## config.mk

```make
export PLATFORM = sky130hd
export DESIGN_NAME = lru_list_with_eviction_report
export DESIGN_NICKNAME = d
export VERILOG_FILES = /design/src/rtl/lru_pkg.sv /design/src/rtl/lru_cell.sv /design/src/rtl/lru_list_with_eviction_report.sv
export SDC_FILE = /design/constraint.sdc
export NUM_CORES = 1
export LEC_CHECK = 0
export ABC_AREA = 1
export BUFFER_PORTS_ARGS = -buffer_cell sky130_fd_sc_hd__buf_2
export CORE_ASPECT_RATIO = 2
export CORE_UTILIZATION = 30
export DETAILED_ROUTE_END_ITERATION = 10
export SETUP_SLACK_MARGIN = 0.2
export SYNTH_ARGS = -nofsm -noshare
export SYNTH_HDL_FRONTEND = slang
export SYNTH_SLANG_ARGS = --single-unit
```

## constraint.sdc

```tcl
create_clock -name i_clk -period 5.8 [get_ports i_clk]
set_input_delay 0.29 -clock i_clk [delete_from_list [all_inputs] [get_ports i_clk]]
set_output_delay 0.29 -clock i_clk [all_outputs]
set_load 0.1 [all_outputs]
```

## src/rtl/lru_pkg.sv

```systemverilog
// shared constants and helpers for the lru list with eviction report
package lru_pkg;

    localparam int CAP_BITS       = 5;
    localparam int ADDR_BITS      = 3;
    localparam int DATA_BITS      = 32;
    localparam int DEF_ENTRIES    = 16;
    localparam int DEF_KEY_BITS   = 20;
    localparam int DEF_INDEX_BITS = 20;
    localparam int CAP_RESET      = 16;

    typedef enum logic [0:0] {
        REG_CAPACITY = 1'b0,
        REG_UNUSED   = 1'b1
    } t_reg_idx;

    // forward chain between neighboring cells
    typedef struct packed {
        logic found;
    } t_link;

    // clamp a written capacity into 1..entries
    function automatic logic [CAP_BITS-1:0] clamp_cap(input logic [CAP_BITS-1:0] v,
                                                     input int entries);
        logic [CAP_BITS-1:0] r;
        r = v;
        if (v == '0) begin
            r = CAP_BITS'(1);
        end else if (int'(v) > entries) begin
            r = CAP_BITS'(entries);
        end
        return r;
    endfunction

endpackage

```

## src/rtl/lru_cell.sv

```systemverilog
// one list entry: key register, compare and move-to-front shift
module lru_cell #(
    parameter int KEY_BITS = 20,
    parameter int IDX      = 0
) (
    input  logic                         i_clk,
    input  logic                         i_load,
    input  logic [lru_pkg::CAP_BITS-1:0] i_load_cap,
    input  logic [lru_pkg::CAP_BITS-1:0] i_cap,
    input  logic                         i_update,
    input  logic [KEY_BITS-1:0]          i_key,
    input  logic [KEY_BITS-1:0]          i_prev_key,
    input  lru_pkg::t_link               i_link,
    output lru_pkg::t_link               o_link,
    input  logic [KEY_BITS-1:0]          i_evict,
    output logic [KEY_BITS-1:0]          o_evict,
    output logic [KEY_BITS-1:0]          o_key
);
    import lru_pkg::*;

    logic [KEY_BITS-1:0] r_key;
    logic                w_active;
    logic                w_last;
    logic                w_match;
    logic                w_take;

    assign w_active = IDX < int'(i_cap);
    assign w_last   = IDX == int'(i_cap) - 1;
    assign w_match  = w_active && (r_key == i_key);
    // cells up to the hit position (or the whole list on a miss) take their neighbor's key
    assign w_take   = w_active && !i_link.found;

    assign o_link.found = i_link.found | w_match;
    assign o_evict      = w_last ? r_key : i_evict;
    assign o_key        = r_key;

    always_ff @(posedge i_clk) begin
        if (i_load) begin
            r_key <= (IDX < int'(i_load_cap)) ? KEY_BITS'(IDX + 1) : '0;
        end else if (i_update && w_take) begin
            r_key <= i_prev_key;
        end
    end

endmodule

```

## src/rtl/lru_list_with_eviction_report.sv

```systemverilog
// top level: recency list of key cells with apb capacity register
// Usage
//   input channel: i_in_valid / o_in_stall carry i_access_key; a request is
//   taken at a rising edge with i_in_valid high and o_in_stall low.
//   output channel: o_out_valid / i_out_stall carry o_hit, o_evicted_key and
//   o_access_index, one result per request, in request order.
//   timing: the result is registered and shows in the cycle after the request.
//   throughput: one request per cycle unless stalled; all cells compare the
//   key against their entry in the same cycle and the hit flag ripples down
//   the row of cells, which sets the cycle time for a large ENTRIES.
//   stall: while a result waits with i_out_stall high, o_in_stall is high and
//   the list holds; the result stays stable until taken.
//   reset: capacity returns to 16 (clamped to ENTRIES), the list reloads keys
//   1..capacity with key 1 most recent and the access count clears.
//   apb write of capacity (address 0) reloads the list the same way and
//   restarts the count; write it only while the block is idle.
module lru_list_with_eviction_report #(
    parameter int ENTRIES    = lru_pkg::DEF_ENTRIES,
    parameter int KEY_BITS   = lru_pkg::DEF_KEY_BITS,
    parameter int INDEX_BITS = lru_pkg::DEF_INDEX_BITS
) (
    input  logic                          i_clk,
    input  logic                          i_rst_n,
    input  logic                          psel,
    input  logic                          penable,
    input  logic                          pwrite,
    input  logic [lru_pkg::ADDR_BITS-1:0] paddr,
    input  logic [lru_pkg::DATA_BITS-1:0] pwdata,
    output logic [lru_pkg::DATA_BITS-1:0] prdata,
    output logic                          pready,
    input  logic                          i_in_valid,
    output logic                          o_in_stall,
    input  logic [KEY_BITS-1:0]           i_access_key,
    output logic                          o_out_valid,
    input  logic                          i_out_stall,
    output logic                          o_hit,
    output logic [KEY_BITS-1:0]           o_evicted_key,
    output logic [INDEX_BITS-1:0]         o_access_index
);
    import lru_pkg::*;

    localparam logic [INDEX_BITS-1:0] INDEX_MAX = '1;

    logic [CAP_BITS-1:0]   r_capacity;
    logic [INDEX_BITS-1:0] r_count;
    logic [INDEX_BITS-1:0] n_count;
    logic                  r_out_valid;
    logic                  r_hit;
    logic [KEY_BITS-1:0]   r_evicted;
    logic [INDEX_BITS-1:0] r_index;

    logic                  w_cfg_wr;
    logic                  w_load;
    logic [CAP_BITS-1:0]   w_load_cap;
    logic                  w_accept;
    t_reg_idx              w_reg;

    t_link                 w_link  [0:ENTRIES];
    logic [KEY_BITS-1:0]   w_evict [0:ENTRIES];
    logic [KEY_BITS-1:0]   w_key   [0:ENTRIES];

    assign pready   = 1'b1;
    assign w_reg    = t_reg_idx'(paddr[ADDR_BITS-1]);
    assign w_cfg_wr = psel && penable && pwrite && pready && (w_reg == REG_CAPACITY);
    assign prdata   = (w_reg == REG_CAPACITY) ? DATA_BITS'(r_capacity) : '0;

    assign w_load     = !i_rst_n || w_cfg_wr;
    assign w_load_cap = !i_rst_n ? clamp_cap(CAP_BITS'(CAP_RESET), ENTRIES)
                                 : clamp_cap(pwdata[CAP_BITS-1:0], ENTRIES);

    assign o_in_stall = r_out_valid && i_out_stall;
    assign w_accept   = i_in_valid && !o_in_stall;

    assign w_link[0].found = 1'b0;
    assign w_evict[0]      = '0;
    assign w_key[0]        = i_access_key;

    for (genvar g = 0; g < ENTRIES; g++) begin : g_cell
        lru_cell #(
            .KEY_BITS (KEY_BITS),
            .IDX      (g)
        ) u_cell (
            .i_clk      (i_clk),
            .i_load     (w_load),
            .i_load_cap (w_load_cap),
            .i_cap      (r_capacity),
            .i_update   (w_accept),
            .i_key      (i_access_key),
            .i_prev_key (w_key[g]),
            .i_link     (w_link[g]),
            .o_link     (w_link[g+1]),
            .i_evict    (w_evict[g]),
            .o_evict    (w_evict[g+1]),
            .o_key      (w_key[g+1])
        );
    end

    assign n_count = (r_count < INDEX_MAX) ? r_count + INDEX_BITS'(1) : r_count;

    always_ff @(posedge i_clk) begin
        if (!i_rst_n) begin
            r_capacity  <= w_load_cap;
            r_count     <= '0;
            r_out_valid <= 1'b0;
        end else begin
            if (w_cfg_wr) begin
                r_capacity <= w_load_cap;
                r_count    <= '0;
            end else if (w_accept) begin
                r_count <= n_count;
            end
            if (w_accept) begin
                r_out_valid <= 1'b1;
            end else if (!i_out_stall) begin
                r_out_valid <= 1'b0;
            end
        end
    end

    always_ff @(posedge i_clk) begin
        if (w_accept) begin
            r_hit     <= w_link[ENTRIES].found;
            r_evicted <= w_link[ENTRIES].found ? '0 : w_evict[ENTRIES];
            r_index   <= n_count;
        end
    end

    assign o_out_valid    = r_out_valid;
    assign o_hit          = r_hit;
    assign o_evicted_key  = r_evicted;
    assign o_access_index = r_index;

endmodule
```

* Word-level counts from Yosys, hierarchy flattened
Index checks and enable logic that the tools add are counted.
** Word-level totals
- Register bits after elaboration :: 387
- Input bits :: 62
- Output and inout port bits :: 76
- Logic and storage cells :: 270
** Operators by class
- $add $sub $neg :: 2
- Order comparisons :: 34
- Equal/unequal tests :: 33
- Muxes and demuxes :: 73
- Bitwise operators :: 17
- Reduce and logical (&&, ||, !) cells :: 89
** Operator list (count)
- 20-bit two-way mux :: 49
- 20-bit equality test :: 16
- 4-bit by 5-bit less-than comparator with 1-bit output (first input constant) :: 16
- 1-bit logical AND :: 52
- 5-bit by 6-bit equality test with 1-bit output (first input constant) :: 8
- 3-bit by 5-bit less-than comparator with 1-bit output (first input constant) :: 8
- 5-bit two-way mux :: 7
- 32-bit zero test :: 1
- 4-bit two-way mux :: 8
- 2-bit nonzero test :: 16
- 4-bit by 6-bit equality test with 1-bit output (first input constant) :: 4
- 20-bit by 1-bit adder with 20-bit output (second input constant) :: 1
- 1-bit by 5-bit less-than comparator with 1-bit output (first input constant) :: 4
- 2-bit by 5-bit less-than comparator with 1-bit output (first input constant) :: 4
- 20-bit less-than comparator (second input constant) :: 1
- 1-bit zero test :: 17
- 1-bit bitwise OR :: 15
- 3-bit by 6-bit equality test with 1-bit output (first input constant) :: 2
- 3-bit two-way mux :: 4
- 2-bit by 6-bit equality test with 1-bit output (first input constant) :: 1
- 5-bit by 1-bit subtractor with 6-bit output (second input constant) :: 1
- 5-bit greater-than comparator (second input constant) :: 1
- 5-bit zero test :: 1
- 2-bit two-way mux :: 2
- other kinds (5) :: 9

* Longest topological paths before layout
- Depth after elaboration :: 21
- Depth in mapped cells :: 20
- Depth with buffers taken out :: 17

* By module
A second synthesis with hierarchy kept.
** Unflattened totals
- Cells, all modules :: 3997
- Area, all modules :: 27465.1 um^2
** By module, submodules not included
- lru_list_with_eviction_report :: instances 1, cells each 390, area an instance 3360.7 um^2, sequential area each 1801.7 um^2
- lru_cell at g_cell[14].u_cell :: instances 1, cells each 231, area an instance 1551.5 um^2, sequential area each 600.6 um^2
- lru_cell at g_cell[11].u_cell :: instances 1, cells each 227, area an instance 1544.0 um^2, sequential area each 600.6 um^2
- lru_cell at g_cell[3].u_cell :: instances 1, cells each 226, area an instance 1541.5 um^2, sequential area each 600.6 um^2
- lru_cell at g_cell[9].u_cell :: instances 1, cells each 221, area an instance 1539.0 um^2, sequential area each 600.6 um^2
- lru_cell at g_cell[4].u_cell :: instances 1, cells each 223, area an instance 1531.5 um^2, sequential area each 600.6 um^2
- lru_cell at g_cell[7].u_cell :: instances 1, cells each 224, area an instance 1531.5 um^2, sequential area each 600.6 um^2
- lru_cell at g_cell[13].u_cell :: instances 1, cells each 220, area an instance 1524.0 um^2, sequential area each 600.6 um^2
- lru_cell at g_cell[5].u_cell :: instances 1, cells each 220, area an instance 1511.4 um^2, sequential area each 600.6 um^2
- lru_cell at g_cell[6].u_cell :: instances 1, cells each 239, area an instance 1507.7 um^2, sequential area each 600.6 um^2
- lru_cell at g_cell[1].u_cell :: instances 1, cells each 209, area an instance 1486.4 um^2, sequential area each 600.6 um^2
- lru_cell at g_cell[8].u_cell :: instances 1, cells each 234, area an instance 1483.9 um^2, sequential area each 600.6 um^2
- lru_cell at g_cell[15].u_cell :: instances 1, cells each 221, area an instance 1481.4 um^2, sequential area each 600.6 um^2
- lru_cell at g_cell[12].u_cell :: instances 1, cells each 234, area an instance 1477.7 um^2, sequential area each 600.6 um^2
- 3 more rows

* Worst setup path after synthesis
Ideal clock, no wire load.
- Kind :: register to register
- Start point :: register r_out_valid, in the netlist o_out_valid
- End point :: register g_cell[10].u_cell.r_key[0], enable pin
- Setup time :: 0.454 ns
- Arrival time :: 4.048 ns
- Data required time :: 5.346 ns
- Slack :: 1.298 ns
- Cell stages (with the launch flop) :: 6
- Buffers on the path :: 0
- Clock period less this slack :: 4.502 ns
- Cell sequence :: dfxtp_1 -> nand2_1 -> inv_1 -> nor2_1 -> inv_1 -> o41ai_1
** On the way
- Word-level cells in the longest chain between the ends :: 5
** RTL lines
- start: declaration :: line lru_list_with_eviction_report.sv:47 : logic r_out_valid;
- start signal: assignment :: line lru_list_with_eviction_report.sv:104 : r_out_valid <= 1'b0;
- start signal: assignment :: line lru_list_with_eviction_report.sv:113 : r_out_valid <= 1'b1;
- start signal: assignment :: line lru_list_with_eviction_report.sv:115 : r_out_valid <= 1'b0;
- 1-bit logical AND :: line lru_list_with_eviction_report.sv:71 : assign o_in_stall = r_out_valid && i_out_stall;
- named net o_in_stall :: line lru_list_with_eviction_report.sv:32 : output logic o_in_stall,
- 1-bit zero test :: line lru_list_with_eviction_report.sv:72 : assign w_accept = i_in_valid && !o_in_stall;
- 1-bit logical AND :: line lru_list_with_eviction_report.sv:72
- 1-bit logical AND :: line lru_cell.sv:40 : end else if (i_update && w_take) begin
- 2-bit nonzero test (no source line)
- end signal: assignment :: line lru_cell.sv:39 : r_key <= (IDX < int'(i_load_cap)) ? KEY_BITS'(IDX + 1) : '0;
- end signal: assignment :: line lru_cell.sv:41 : r_key <= i_prev_key;
- end: declaration :: line lru_cell.sv:21 : logic [KEY_BITS-1:0] r_key;
The timed path passes the listed nets, and every way through them passes these cells.
A chain may end at the register's enable or synchronous reset.

* Worst setup path after layout
- Start point :: register r_capacity[3]
- End point :: register r_evicted[5], in the netlist o_evicted_key[5], data pin
** On the way
- Word-level cells in the longest chain between the ends :: 18
- Elaborated cells on any way between the ends :: 80
- Those cells by class :: add/sub (1); order compare (16); eq/ne (15); mux (16); bitwise (15); reduce/logical (17)
** RTL lines
- start: declaration :: line lru_list_with_eviction_report.sv:44 : logic [CAP_BITS-1:0] r_capacity;
- start signal: assignment :: line lru_list_with_eviction_report.sv:102 : r_capacity <= w_load_cap;
- start signal: assignment :: line lru_list_with_eviction_report.sv:107 : r_capacity <= w_load_cap;
- 5-bit by 1-bit subtractor with 6-bit output :: line lru_cell.sv:28 : assign w_last = IDX == int'(i_cap) - 1;
- 32-bit zero test :: line lru_cell.sv:28
- 20-bit two-way mux (16 in series) :: line lru_cell.sv:34 : assign o_evict = w_last ? r_key : i_evict;
- end signal: assignment :: line lru_list_with_eviction_report.sv:123 : r_evicted <= w_link[ENTRIES].found ? '0 : w_evict[ENTRIES];
- end: declaration :: line lru_list_with_eviction_report.sv:49 : logic [KEY_BITS-1:0] r_evicted;
Parallel ways exist; a longest one is shown, timed or not.

==> impl_metrics.ini <==
[run_status]
status = finished, final reports clean

[worst_setup_path]
start_kind = register
crit_fanout = 13
critPathCaptureType = register
criticalPathCategory = register to register
cp.arrival_ps = 5250
cp.required_ps = 6140

[flow_run]
drv_cap = 0

[synthesis]
synth_area_um2 = 23730
synth-edff-count = 366
synth.distinct_cells = 52
postSynthAreaPerCell_um2 = 7.996
synth_ff_type = edfxtp_1
synthCells = 2967
netlist.area_leader.share_pct = 46.32
synth_warnings = 0
synth_commonest_cells = 642 x nor2_1, 546 x nand2_1, 407 x inv_1
ys_seq_area_share_pct = 48.10
yosysMostFrequentCell = nor2_1
ys_seq_elements = 387
synth_area_leader_cell = edfxtp_1
synth_area_leaders = edfxtp_1 46%, nor2_1 10%, nand2_1 8.6%, inv_1 6.4%, xor2_1 4.8%
synthArstFlopShare_pct = 0

[clocking]
worst_skew_pair.late_latency_ps = 580
cts-root-buf = clkbuf_16
cts_buffers = 37
cts_max_level = 2
cts.sinks = 387
cts.path.max_buffers = 3
cts_tree = built
cts.clk_slew.worst_paths_ps = 70

[placement]
port_buffers = 80
place_area_um2 = 25210
gp_congestion = 1.006
dp_hpwl_um = 79320

[detailed_routing]
routedWlPerCell_um = 25.55
antenna_left = 0
avgViaCountPerCell = 5.209
wl_um = 104200
first_iter_violations = 1803
drc = 0
vias = 21230
first_pass_iters = 6

[sta]
period_share_pct = 84.73
layout_min_cycle_time_ps = 4914
hold_viol = 0
rsz0062_at_grt = no
tns_ps = 0
setup_viol = 0
drv_slew = 0
fin_skew_ps = 40.95
timing.fmax_mhz = 203.5
relSlewSlack_pct = 17.73
max_slew.worst_pin.slew_ps = 1221

[global_route]
grt_pass1_wl_um = 145600
antenna_found_initial = 2
grt_overflow = 0
grt_max_degree = 188
grt_pass1_vias = 21140
grt_usage_pct = 25.59

[die]
die_width_um = 200.9
pin_count = 138
die_height_um = 399.7
core_um2 = 78190
num_rows = 145
start_util_pct = 30.34
die_area_um2 = 80280

[cells_and_area]
fillCellCount = 8261
final_area_um2 = 26450
postLayoutCoreUtil_pct = 33.83
drive_gt1_share_pct = 8.569
final_net_count = 3081
syn_to_final_growth_pct = 11.50

[pwr]
p_leak_nw = 11.16
p_per_area_nw_per_um2 = 306.5
irDropWorstVdd_v = 0.0002593

[hold_path]
hp-class = input port to register
report_power, final:
group	leakage (nW)	internal, mW	switching [mW]
sequential	4.04	3.42	0.275
clock	0.592	1.38	1.17
combinational	6.53	0.431	1.43
final timing paths:
path / startpoint / to / slack, ps / depth (start not counted)
worst max-delay path: r_capacity[3]$_DFFE_PN_ / o_evicted_key[5]$_SDFFCE_PP0P_ / 890 / 13
worst min-delay path: pwdata[1] / r_capacity[1]$_DFFE_PN_ / 180 / 3
worst max register to register: r_capacity[3]$_DFFE_PN_ / o_evicted_key[5]$_SDFFCE_PP0P_ / 890 / 13
worst min register to register: r_count[13]$_SDFFE_PN0P_ / r_count[13]$_SDFFE_PN0P_ / 540 / 2
worst max-delay path, stage by stage (launching register included):
cell and delay, ps:
edfxtp_1 580, inv_4 100, nand2_2 230, nor2_4 100
nand3_1 460, o22ai_1 170, a21oi_1 510, o21ai_0 430
nor4_1 490, nand4_1 480, a21oi_1 440, nand4_1 370
nor2_1 220, nor2_1 70
metal layers:
layer  track usage [%]  share of wire, %
met5                 0             0.012
met4             28.83                13
met3             2.999               5.1
met2             47.03                51
met1             23.05                31
flip-flops by register name, summed over array words and instances, names as in the netlist:
register and count:
r_count 20, o_hit 1, o_out_valid 1, r_capacity 5, o_access_index 20, o_evicted_key 20, g_cell.u_cell.o_key 320
timing repair:
item	4_1_cts	5_1_grt
endpoints found under the hold margin	1	0
setup buffers	0	0
gates resized for setup	0	0
hold buffers	2	0
stage by stage:
step | cells | hold WS [ps] | total power [mW] | setup WS [ps]
floorplan | 2993 | 421.8 | 4.884 | 1298
global placement | 4006 | 465.5 | 5.562 | 1326
detailed placement | 4006 | 473.5 | 5.572 | 1298
CTS | 4075 | 149.6 | 8.092 | 1296
global route | 4075 | 191.8 | 8.329 | 861.9
finish | 4076 | 180.4 | 8.108 | 885.9
kinds of logic after synthesis:
family	count (synthesis)	share of synthesized area, %
AND/OR/NAND/NOR	1580	29.02
buffers and inverters	581	10.34
flip-flops	387	48.10
AO/OA/AOI/OAI	224	5.374
XOR/XNOR	192	7.088
other	2	0.03165
adder cells (fa/ha/maj)	1	0.05273
placed cells by master, fill, tap and decap left out, drive strengths merged, types with 2 or more instances in the layout:
| cell type | n |
|---|---|
| or2 | 7 |
| conb | 28 |
| nand3b | 11 |
| inv | 425 |
| or4 | 3 |
| dfxtp | 21 |
| o41ai | 2 |
| o2111ai | 13 |
| o21ai | 102 |
| a2111oi | 5 |
| edfxtp | 366 |
| nand3 | 96 |
| nand2 | 553 |
| dlygate4sd3 | 2 |
| clkbuf | 51 |
| o22ai | 25 |
| nor4 | 59 |
| nor3 | 60 |
| clkinvlp | 2 |
| xnor2 | 63 |
| nor3b | 14 |
| o31ai | 4 |
| clkinv | 20 |
| buf | 134 |
| a211oi | 4 |
| a21oi | 62 |
| xor2 | 129 |
| nand4 | 117 |
| nor2 | 653 |
| and3 | 5 |
final cells by class:
cell class / count / area (um^2) / area share (%)
Tap cell: 1029 / 1287 / 4.867
Antenna cell: 1 / 2.502 / 0.009459
Sequential cell: 387 / 11410 / 43.13
Multi-Input combinational cell: 2025 / 10060 / 38.04
Clock buffer: 51 / 1136 / 4.295
Timing Repair Buffer: 136 / 850.8 / 3.216
Clock inverter: 16 / 81.33 / 0.3074
Inverter: 431 / 1623 / 6.134
Note: power is estimated with default switching activity, not from simulation.
